--- config.mk ---
export PLATFORM = sky130hd
export DESIGN_NAME = node_health_check_fsm
export DESIGN_NICKNAME = d
export VERILOG_FILES = /design/src/hw/rtl/nhc_pkg.sv /design/src/hw/rtl/nhc_ctrl.sv /design/src/hw/rtl/nhc_datapath.sv /design/src/hw/rtl/node_health_check_fsm.sv
export SDC_FILE = /design/constraint.sdc
export NUM_CORES = 2
export LEC_CHECK = 0
export ABC_AREA = 1
export BUFFER_PORTS_ARGS = -buffer_cell sky130_fd_sc_hd__buf_2
export CORE_UTILIZATION = 36
export DETAILED_ROUTE_END_ITERATION = 16
export HOLD_SLACK_MARGIN = 0.15
export SLEW_MARGIN = 20
export SYNTH_ARGS = -nofsm -noshare
export SYNTH_HDL_FRONTEND = slang
export SYNTH_SLANG_ARGS = --single-unit
--- constraint.sdc ---
create_clock -name aclk -period 5.49 [get_ports aclk]
set_input_delay 0.8235 -clock aclk [delete_from_list [all_inputs] [get_ports aclk]]
set_output_delay 0.8235 -clock aclk [all_outputs]
set_load 0.05 [all_outputs]
--- src/hw/rtl/nhc_pkg.sv ---
`timescale 1ns / 1ps
// ============================================================================
// nhc_pkg
// Shared types and constants for the node health check block.
// ============================================================================
package nhc_pkg;

    localparam int NODE_COUNT = 16;
    localparam int IDX_W      = (NODE_COUNT > 1) ? $clog2(NODE_COUNT) : 1;

    localparam int TIME_W    = 48;
    localparam int ATTEMPT_W = 7;
    localparam int RETRY_W   = 7;
    localparam int DELAY_W   = 31;
    localparam int CFG_IDX_W = 2;

    localparam logic [ATTEMPT_W-1:0] ATTEMPT_MAX = '1;
    localparam logic [TIME_W-1:0]    TIME_MAX    = '1;

    localparam logic [RETRY_W-1:0] MAX_RETRIES_RESET = 7'd2;
    localparam logic [DELAY_W-1:0] CONNECT_TIMEOUT_RESET = 31'd2000;
    localparam logic [DELAY_W-1:0] RETRY_DELAY_RESET = 31'd1000;

    localparam logic [CFG_IDX_W-1:0] CFG_MAX_RETRIES     = 2'd0;
    localparam logic [CFG_IDX_W-1:0] CFG_CONNECT_TIMEOUT = 2'd1;
    localparam logic [CFG_IDX_W-1:0] CFG_RETRY_DELAY     = 2'd2;

    localparam logic REQ_NEW_ROUND = 1'b0;
    localparam logic REQ_STEP      = 1'b1;

    localparam logic [1:0] POLL_FAIL = 2'd0;
    localparam logic [1:0] POLL_OK   = 2'd1;

    typedef enum logic [2:0] {
        ST_INITIAL    = 3'd0,
        ST_CONNECTING = 3'd1,
        ST_OK         = 3'd2,
        ST_RETRY      = 3'd3,
        ST_DEAD       = 3'd4
    } check_state_t;

    typedef enum logic [1:0] {
        HL_UNKNOWN = 2'd0,
        HL_BAD     = 2'd1,
        HL_GOOD    = 2'd2
    } health_t;

    typedef enum logic [1:0] {
        EV_NONE      = 2'd0,
        EV_UNHEALTHY = 2'd1,
        EV_HEALTHY   = 2'd2
    } health_event_t;

    typedef enum logic [1:0] {
        C_IDLE   = 2'd0,
        C_CALC   = 2'd1,
        C_COMMIT = 2'd2,
        C_SEND   = 2'd3
    } ctrl_state_t;

    typedef struct packed {
        logic              req_type;
        logic [3:0]        node_index;
        logic [TIME_W-1:0] now_ms;
        logic              start_ok;
        logic              socket_ready;
        logic [1:0]        poll_result;
    } in_word_t;

    typedef struct packed {
        logic [3:0]           node_index_out;
        logic [2:0]           check_state;
        logic [ATTEMPT_W-1:0] attempt_count;
        logic [1:0]           health_event;
        logic                 attempt_started;
        logic                 still_pending;
        logic [TIME_W-1:0]    deadline_out;
    } out_word_t;

    typedef struct packed {
        check_state_t         state;
        logic [ATTEMPT_W-1:0] attempts;
        logic [TIME_W-1:0]    deadline;
        health_t              health;
    } entry_t;

    typedef struct packed {
        logic capture;
        logic calc;
        logic commit;
    } ctrl_cmd_t;

endpackage

--- src/hw/rtl/nhc_ctrl.sv ---
`timescale 1ns / 1ps
// ============================================================================
// nhc_ctrl
// Sequencer that takes one word at a time through read, update and delivery.
// ============================================================================
module nhc_ctrl (
    input  logic               aclk,
    input  logic               aresetn,
    input  logic               s_valid,
    output logic               s_ready,
    output logic               m_valid,
    input  logic               m_ready,
    output nhc_pkg::ctrl_cmd_t cmd
);

    nhc_pkg::ctrl_state_t state_reg;
    nhc_pkg::ctrl_state_t state_next;

    always_ff @(posedge aclk) begin
        if (!aresetn) begin
            state_reg <= nhc_pkg::C_IDLE;
        end else begin
            state_reg <= state_next;
        end
    end

    always_comb begin
        state_next  = state_reg;
        s_ready     = 1'b0;
        m_valid     = 1'b0;
        cmd         = '0;
        case (state_reg)
            nhc_pkg::C_IDLE: begin
                s_ready     = 1'b1;
                cmd.capture = s_valid;
                if (s_valid) begin
                    state_next = nhc_pkg::C_CALC;
                end
            end
            nhc_pkg::C_CALC: begin
                cmd.calc   = 1'b1;
                state_next = nhc_pkg::C_COMMIT;
            end
            nhc_pkg::C_COMMIT: begin
                cmd.commit = 1'b1;
                state_next = nhc_pkg::C_SEND;
            end
            nhc_pkg::C_SEND: begin
                m_valid = 1'b1;
                if (m_ready) begin
                    state_next = nhc_pkg::C_IDLE;
                end
            end
            default: begin
                state_next = nhc_pkg::C_IDLE;
            end
        endcase
    end

    a_one_at_a_time: assert property (@(posedge aclk) disable iff (!aresetn)
        !(s_ready && m_valid))
        else $error("Input accepted while a result is outstanding.");

    a_accept_to_calc: assert property (@(posedge aclk) disable iff (!aresetn)
        (s_valid && s_ready) |=> cmd.calc)
        else $error("Accepted word did not move to the calculation step.");

    a_commit_to_send: assert property (@(posedge aclk) disable iff (!aresetn)
        cmd.commit |=> (m_valid && !s_ready))
        else $error("Committed result was not presented.");

    a_single_cmd: assert property (@(posedge aclk) disable iff (!aresetn)
        $onehot0({cmd.capture, cmd.calc, cmd.commit}))
        else $error("More than one datapath command issued.");

endmodule

--- src/hw/rtl/nhc_datapath.sv ---
`timescale 1ns / 1ps
// ============================================================================
// nhc_datapath
// Node entry table, deadline arithmetic, entry update and result register.
// ============================================================================
module nhc_datapath (
    input  logic                                 aclk,
    input  logic                                 aresetn,
    input  nhc_pkg::ctrl_cmd_t                   cmd,
    input  nhc_pkg::in_word_t                    in_word,
    input  logic [nhc_pkg::RETRY_W-1:0]          max_retries,
    input  logic [nhc_pkg::DELAY_W-1:0]          connect_timeout_ms,
    input  logic [nhc_pkg::DELAY_W-1:0]          retry_delay_ms,
    output nhc_pkg::out_word_t                   out_word
);

    nhc_pkg::entry_t   table_reg [nhc_pkg::NODE_COUNT];
    nhc_pkg::in_word_t in_reg;
    nhc_pkg::entry_t   row_reg;
    logic [nhc_pkg::IDX_W-1:0]  idx;
    logic                       in_range;
    logic                       in_range_reg;
    logic [nhc_pkg::TIME_W:0]   sum_conn;
    logic [nhc_pkg::TIME_W:0]   sum_retry;
    logic [nhc_pkg::TIME_W-1:0] sum_conn_reg;
    logic [nhc_pkg::TIME_W-1:0] sum_retry_reg;
    logic                       dl_gt_now_reg;
    logic                       dl_lt_now_reg;
    logic                       exhausted_reg;
    nhc_pkg::entry_t            entry_next;
    nhc_pkg::health_event_t     event_next;
    logic                       started_next;
    logic                       launch;
    nhc_pkg::out_word_t         out_next;
    nhc_pkg::out_word_t         out_reg;

    assign idx      = nhc_pkg::IDX_W'(in_reg.node_index);
    assign in_range = 32'(in_reg.node_index) < nhc_pkg::NODE_COUNT;

    assign sum_conn  = {1'b0, in_reg.now_ms} + (nhc_pkg::TIME_W + 1)'(connect_timeout_ms);
    assign sum_retry = {1'b0, in_reg.now_ms} + (nhc_pkg::TIME_W + 1)'(retry_delay_ms);

    always_ff @(posedge aclk) begin
        if (cmd.capture) begin
            in_reg <= in_word;
        end
        if (cmd.calc) begin
            row_reg       <= table_reg[idx];
            in_range_reg  <= in_range;
            sum_conn_reg  <= sum_conn[nhc_pkg::TIME_W] ? nhc_pkg::TIME_MAX
                                                       : sum_conn[nhc_pkg::TIME_W-1:0];
            sum_retry_reg <= sum_retry[nhc_pkg::TIME_W] ? nhc_pkg::TIME_MAX
                                                        : sum_retry[nhc_pkg::TIME_W-1:0];
            dl_gt_now_reg <= table_reg[idx].deadline > in_reg.now_ms;
            dl_lt_now_reg <= table_reg[idx].deadline < in_reg.now_ms;
            exhausted_reg <= {1'b0, table_reg[idx].attempts}
                             >= ({1'b0, max_retries} + 8'd1);
        end
        if (cmd.commit) begin
            out_reg <= out_next;
        end
    end

    always_ff @(posedge aclk) begin
        if (!aresetn) begin
            for (int i = 0; i < nhc_pkg::NODE_COUNT; i++) begin
                table_reg[i].state    <= nhc_pkg::ST_INITIAL;
                table_reg[i].attempts <= '0;
                table_reg[i].deadline <= '0;
                table_reg[i].health   <= nhc_pkg::HL_UNKNOWN;
            end
        end else if (cmd.commit && in_range_reg) begin
            table_reg[idx] <= entry_next;
        end
    end

    always_comb begin
        entry_next   = row_reg;
        event_next   = nhc_pkg::EV_NONE;
        started_next = 1'b0;
        launch       = 1'b0;
        if (in_reg.req_type == nhc_pkg::REQ_NEW_ROUND) begin
            entry_next.state    = nhc_pkg::ST_INITIAL;
            entry_next.attempts = '0;
            entry_next.deadline = '0;
        end else begin
            case (row_reg.state)
                nhc_pkg::ST_RETRY: begin
                    if (exhausted_reg) begin
                        if (row_reg.health != nhc_pkg::HL_BAD) begin
                            entry_next.health = nhc_pkg::HL_BAD;
                            event_next        = nhc_pkg::EV_UNHEALTHY;
                        end
                        entry_next.state = nhc_pkg::ST_DEAD;
                    end else if (!dl_gt_now_reg) begin
                        launch = 1'b1;
                    end
                end
                nhc_pkg::ST_INITIAL: begin
                    launch = 1'b1;
                end
                nhc_pkg::ST_CONNECTING: begin
                    if (dl_lt_now_reg) begin
                        entry_next.deadline = sum_retry_reg;
                        entry_next.state    = nhc_pkg::ST_RETRY;
                    end else if (in_reg.socket_ready) begin
                        if (in_reg.poll_result == nhc_pkg::POLL_FAIL) begin
                            entry_next.deadline = sum_retry_reg;
                            entry_next.state    = nhc_pkg::ST_RETRY;
                        end else if (in_reg.poll_result == nhc_pkg::POLL_OK) begin
                            if (row_reg.health != nhc_pkg::HL_GOOD) begin
                                entry_next.health = nhc_pkg::HL_GOOD;
                                event_next        = nhc_pkg::EV_HEALTHY;
                            end
                            entry_next.attempts = '0;
                            entry_next.state    = nhc_pkg::ST_OK;
                        end
                    end
                end
                default: begin
                end
            endcase
            if (launch) begin
                if (in_reg.start_ok) begin
                    entry_next.deadline = sum_conn_reg;
                    entry_next.state    = nhc_pkg::ST_CONNECTING;
                end else begin
                    entry_next.deadline = sum_retry_reg;
                    entry_next.state    = nhc_pkg::ST_RETRY;
                end
                if (row_reg.attempts != nhc_pkg::ATTEMPT_MAX) begin
                    entry_next.attempts = row_reg.attempts + 1'b1;
                end
                started_next = 1'b1;
            end
        end
    end

    always_comb begin
        out_next                = '0;
        out_next.node_index_out = in_reg.node_index;
        if (in_range_reg) begin
            out_next.check_state     = entry_next.state;
            out_next.attempt_count   = entry_next.attempts;
            out_next.health_event    = event_next;
            out_next.attempt_started = started_next;
            out_next.still_pending   = (entry_next.state != nhc_pkg::ST_OK)
                                       && (entry_next.state != nhc_pkg::ST_DEAD);
            out_next.deadline_out    = entry_next.deadline;
        end
    end

    assign out_word = out_reg;

endmodule

--- src/hw/rtl/node_health_check_fsm.sv ---
`timescale 1ns / 1ps
// ============================================================================
// node_health_check_fsm
// Table of per-node connection health checkers with one result per word.
// ============================================================================
// Each input word passes through these steps in order: accepting it, reading the
// node entry and forming the saturated deadline sums and compares, updating the
// entry and loading the result register, and handing the result over, which
// waits on m_ready. The sequencer holds one word at a time, so the next input
// word can be accepted in the cycle after the result word is taken. The node table
// resets all entries together, and configuration writes are always taken.
module node_health_check_fsm (
    input  logic                              aclk,
    input  logic                              aresetn,
    input  logic                              s_valid,
    output logic                              s_ready,
    input  nhc_pkg::in_word_t                 s_data,
    output logic                              m_valid,
    input  logic                              m_ready,
    output nhc_pkg::out_word_t                m_data,
    input  logic                              cfg_valid,
    output logic                              cfg_ready,
    input  logic [nhc_pkg::CFG_IDX_W-1:0]     cfg_index,
    input  logic [nhc_pkg::DELAY_W-1:0]       cfg_data
);

    logic [nhc_pkg::RETRY_W-1:0] max_retries_reg;
    logic [nhc_pkg::DELAY_W-1:0] connect_timeout_reg;
    logic [nhc_pkg::DELAY_W-1:0] retry_delay_reg;
    nhc_pkg::ctrl_cmd_t          cmd;

    assign cfg_ready = 1'b1;

    always_ff @(posedge aclk) begin
        if (!aresetn) begin
            max_retries_reg     <= nhc_pkg::MAX_RETRIES_RESET;
            connect_timeout_reg <= nhc_pkg::CONNECT_TIMEOUT_RESET;
            retry_delay_reg     <= nhc_pkg::RETRY_DELAY_RESET;
        end else if (cfg_valid && cfg_ready) begin
            case (cfg_index)
                nhc_pkg::CFG_MAX_RETRIES: begin
                    max_retries_reg <= cfg_data[nhc_pkg::RETRY_W-1:0];
                end
                nhc_pkg::CFG_CONNECT_TIMEOUT: begin
                    connect_timeout_reg <= cfg_data;
                end
                nhc_pkg::CFG_RETRY_DELAY: begin
                    retry_delay_reg <= cfg_data;
                end
                default: begin
                end
            endcase
        end
    end

    nhc_ctrl u_ctrl (
        .aclk    (aclk),
        .aresetn (aresetn),
        .s_valid (s_valid),
        .s_ready (s_ready),
        .m_valid (m_valid),
        .m_ready (m_ready),
        .cmd     (cmd)
    );

    nhc_datapath u_datapath (
        .aclk               (aclk),
        .aresetn            (aresetn),
        .cmd                (cmd),
        .in_word            (s_data),
        .max_retries        (max_retries_reg),
        .connect_timeout_ms (connect_timeout_reg),
        .retry_delay_ms     (retry_delay_reg),
        .out_word           (m_data)
    );

endmodule

==> flow_summary.ini <==
[run_status]
status = finished clean

[clock_network]
cts_sinks = 1317
htree_levels = 4
numCtsBuffers = 148
clk_pin_slew_ns = 0.07
cts_root_buffer = clkbuf_16
clkLatencyLatePin_ns = 0.81
post_cts_resized = 0
cts_tree = done
cts_setup_buffers = 0
clk_path_buf_depth = 3

[place]
place_congestion = 0.995
io_buffers = 162
hpwlAfterDp_um = 142000
placedCellCount = 8840

[yosys]
netlist.area_leader.share = 0.575
ys_types = 49
syn_avg_cell_area_sq_um = 9.79
yosys_warnings = 0
netlist_area_sq_um = 64900
synthTopCellsByArea = edfxtp_1 (57%), nor2_1 (7.3%), nand2_1 (5.8%)
synth-edff-count = 1242
async_flop_share = 0
syn_inst = 6626
synth_seq_cells = 1317
synth_common_cells = nor2_1 (1253), edfxtp_1 (1242), nand2_1 (1002)
synthesis.nets = 6846
yosysSeqAreaShare = 0.598
synth.most_common_cell = nor2_1
ys.flop_type = edfxtp_1
synth_top_area_cell = edfxtp_1

[run]
cap_violations = 0

[critical_path]
critPathMaxStageDelay_ns = 0.63
cp.arrival_ns = 4.65
reg2reg_slack_ns = 1.39
slowest_stage = inv_6
worst_r2r_endpoint = u_datapath.dl_lt_now_reg
critical_path_peak_fanout = 97
crit_top_cell = nor2_1
critical_path_required_ns = 6.05
crit_chain = inv_6 -> buf_4 -> o21ai_0 -> o211ai_1 -> nand2_1 -> ha_1 -> nand4_1 -> nor2_1 -> nand3_1 -> nor2_1 -> nand2_1 -> a21oi_1 -> nor2_1
critical_path_class = reg2reg
cp-start-kind = register
reg2reg_depth = 13
worstSetupEndpointType = register

[die]
die_height_um = 427
row_count = 155
core_sq_um = 179000
num_io_pins = 164
initial_core_util = 0.363
die_x_um = 427
die_area_sq_um = 182000

[power_and_ir_drop]
leakagePower_nw = 29.0
p_clk_frac = 0.278
power_switching_share = 0.399
vdd_ir_drop_max_mv = 0.451
combPwrFrac = 0.341
total_power_mw = 35.2
seqPwrFrac = 0.380
powerDensity_nw_per_um2 = 483
power.internal_mw = 21.1
p_switching_mw = 14.0

[detailed_routing]
drt_iter0_drc = 5401
drt_wl_total_um = 220000
first_pass_iters = 6
drc = 0
vias = 48857
drt-vias-per-instance = 5.36
wire_per_inst_um = 24.1
ant_nets = 0

[sta]
maxSlewViolCount = 0
fmax_mhz = 244
finalSetupViolations = 0
worstMarginPinSlew_ns = 1.22
clock_skew_ns = 0.0467
max_slew_margin = 0.185
final_hold_viol_count = 0
rsz0062_at_grt = no
fin_crit_sh = 0.746
tns_ns = 0
period_needed_ns = 4.10

[grt]
first_global_vias = 46899
grt_max_degree = 162
antenna_found_initial = 6
grt-ovfl-total = 0
grt_usage = 0.238
grt_pass1_wl_um = 318000

[worst_hold_path]
hold_path_startpoint = s_data[43]
hold_path.class = in2reg
min_to = u_datapath.in_reg[43]
hold-path-cell-count = 1

[cells_and_area]
area_delta_synth_final_pct = 12.3
fin_nets = 6870
finalNonFillerCells = 9121
layout-drive-gt1-share = 0.100
largest_reg_flops = 960
[worst max-delay path, delay by kind of cell (launching register included)]
family / cells / cell delay, ns
AOI/OAI and AO/OA: 3 / 0.53
adders and majority gates: 1 / 0.33
buffers and inverters: 2 / 1.23
DFF: 1 / 0.52
and+or+nand+nor: 7 / 0.92
[cells in the final DEF, fill, tap and decap left out, types with 5 or more instances in the layout]
cell,Yosys,layout
xor2_1,35,35
clkinv_1,3,30
buf_2,114,161
o21bai_1,8,8
or2_2,30,30
inv_2,13,15
nor2_1,1253,1253
o21a_1,5,5
dfxtp_1,75,71
buf_12,0,10
nor2_2,65,65
nand4_1,38,38
inv_1,726,722
a21oi_1,331,331
nand3_2,50,50
nor3_1,20,19
dlygate4sd3_1,0,15
clkbuf_16,0,150
bufinv_16,0,10
clkbuf_1,236,30
mux2i_1,240,240
inv_6,0,11
edfxtp_1,1242,1242
clkinv_2,0,23
nand3_1,280,280
buf_4,19,84
nand2_4,1,30
o211ai_1,240,240
o21ai_1,5,5
and2_1,5,5
ha_1,123,121
nand2_2,6,6
o21ai_0,409,409
nand2_1,1002,970
[per-layer routing]
metal | global-route usage | share of wire | vias up
met1 | 0.317 | 0.42 | 24032
met2 | 0.389 | 0.47 | 2105
met4 | 0.0912 | 0.037 | 2
met3 | 0.0390 | 0.078 | 375
li1 | - | - | 22343
met5 | 0 | 0.000045 | -
[power groups by stage]
stage	sequential, mW	clock (mW)	combinational [mW]
floorplan	13.6	0	7.46
global placement	13.5	0	11.8
detailed placement	13.6	0	11.9
CTS	13.4	9.91	12.0
global route	13.5	10.3	12.9
finish	13.4	9.80	12.0
[area by class of cell]
cell class                      count  area, sq um
Clock buffer                      182         3890
Inverter                          743         2800
Sequential cell                  1317        38800
Clock inverter                     82          806
Multi-Input combinational cell   4170        21800
Tap cell                         2355         2950
Timing Repair Buffer              270         1790
Antenna cell                        2         5.00
Fill cell                       17405       106000
[metrics by stage]
stage	setup WS, ns	cell area, sq um	hold slack, ns	util
global placement	1.44	68000	0.457	0.380
global route	1.13	72800	0.174	0.407
detailed placement	1.54	68000	0.459	0.380
finish	1.39	72800	0.201	0.407
floorplan	0.630	64900	0.435	-
CTS	1.53	72800	0.150	0.407
[how the worst max path moves through the flow]
| stage | cells after the start | end |
|---|---|---|
| after floorplan | 7 | u_datapath.table_reg[0][0] |
| after global placement | 13 | u_datapath.dl_lt_now_reg |
| after detailed placement | 13 | u_datapath.dl_lt_now_reg |
| after CTS | 13 | u_datapath.dl_lt_now_reg |
| after global routing | 13 | u_datapath.dl_lt_now_reg |
| final | 13 | u_datapath.dl_lt_now_reg |
[logic make-up (layout without fill, tap and decap cells)]
family,Yosys count,count (layout),synth area share
simple gates,2757,2757,0.176
flops,1317,1317,0.598
fa+ha+maj,125,125,0.0243
xor+xnor,39,39,0.00527
compound gates,1008,1008,0.0882
other cells,1,3,0.0000578
mux,240,240,0.0370
buf+inv,1139,1277,0.0705
[what timing repair did]
| item | in CTS | in global routing |
|---|---|---|
| hold buffers | 15 | 0 |
| endpoints found under the setup margin | 0 | 0 |
| hold endpoints to repair | 15 | 0 |
(Power assumes the default switching activity.)
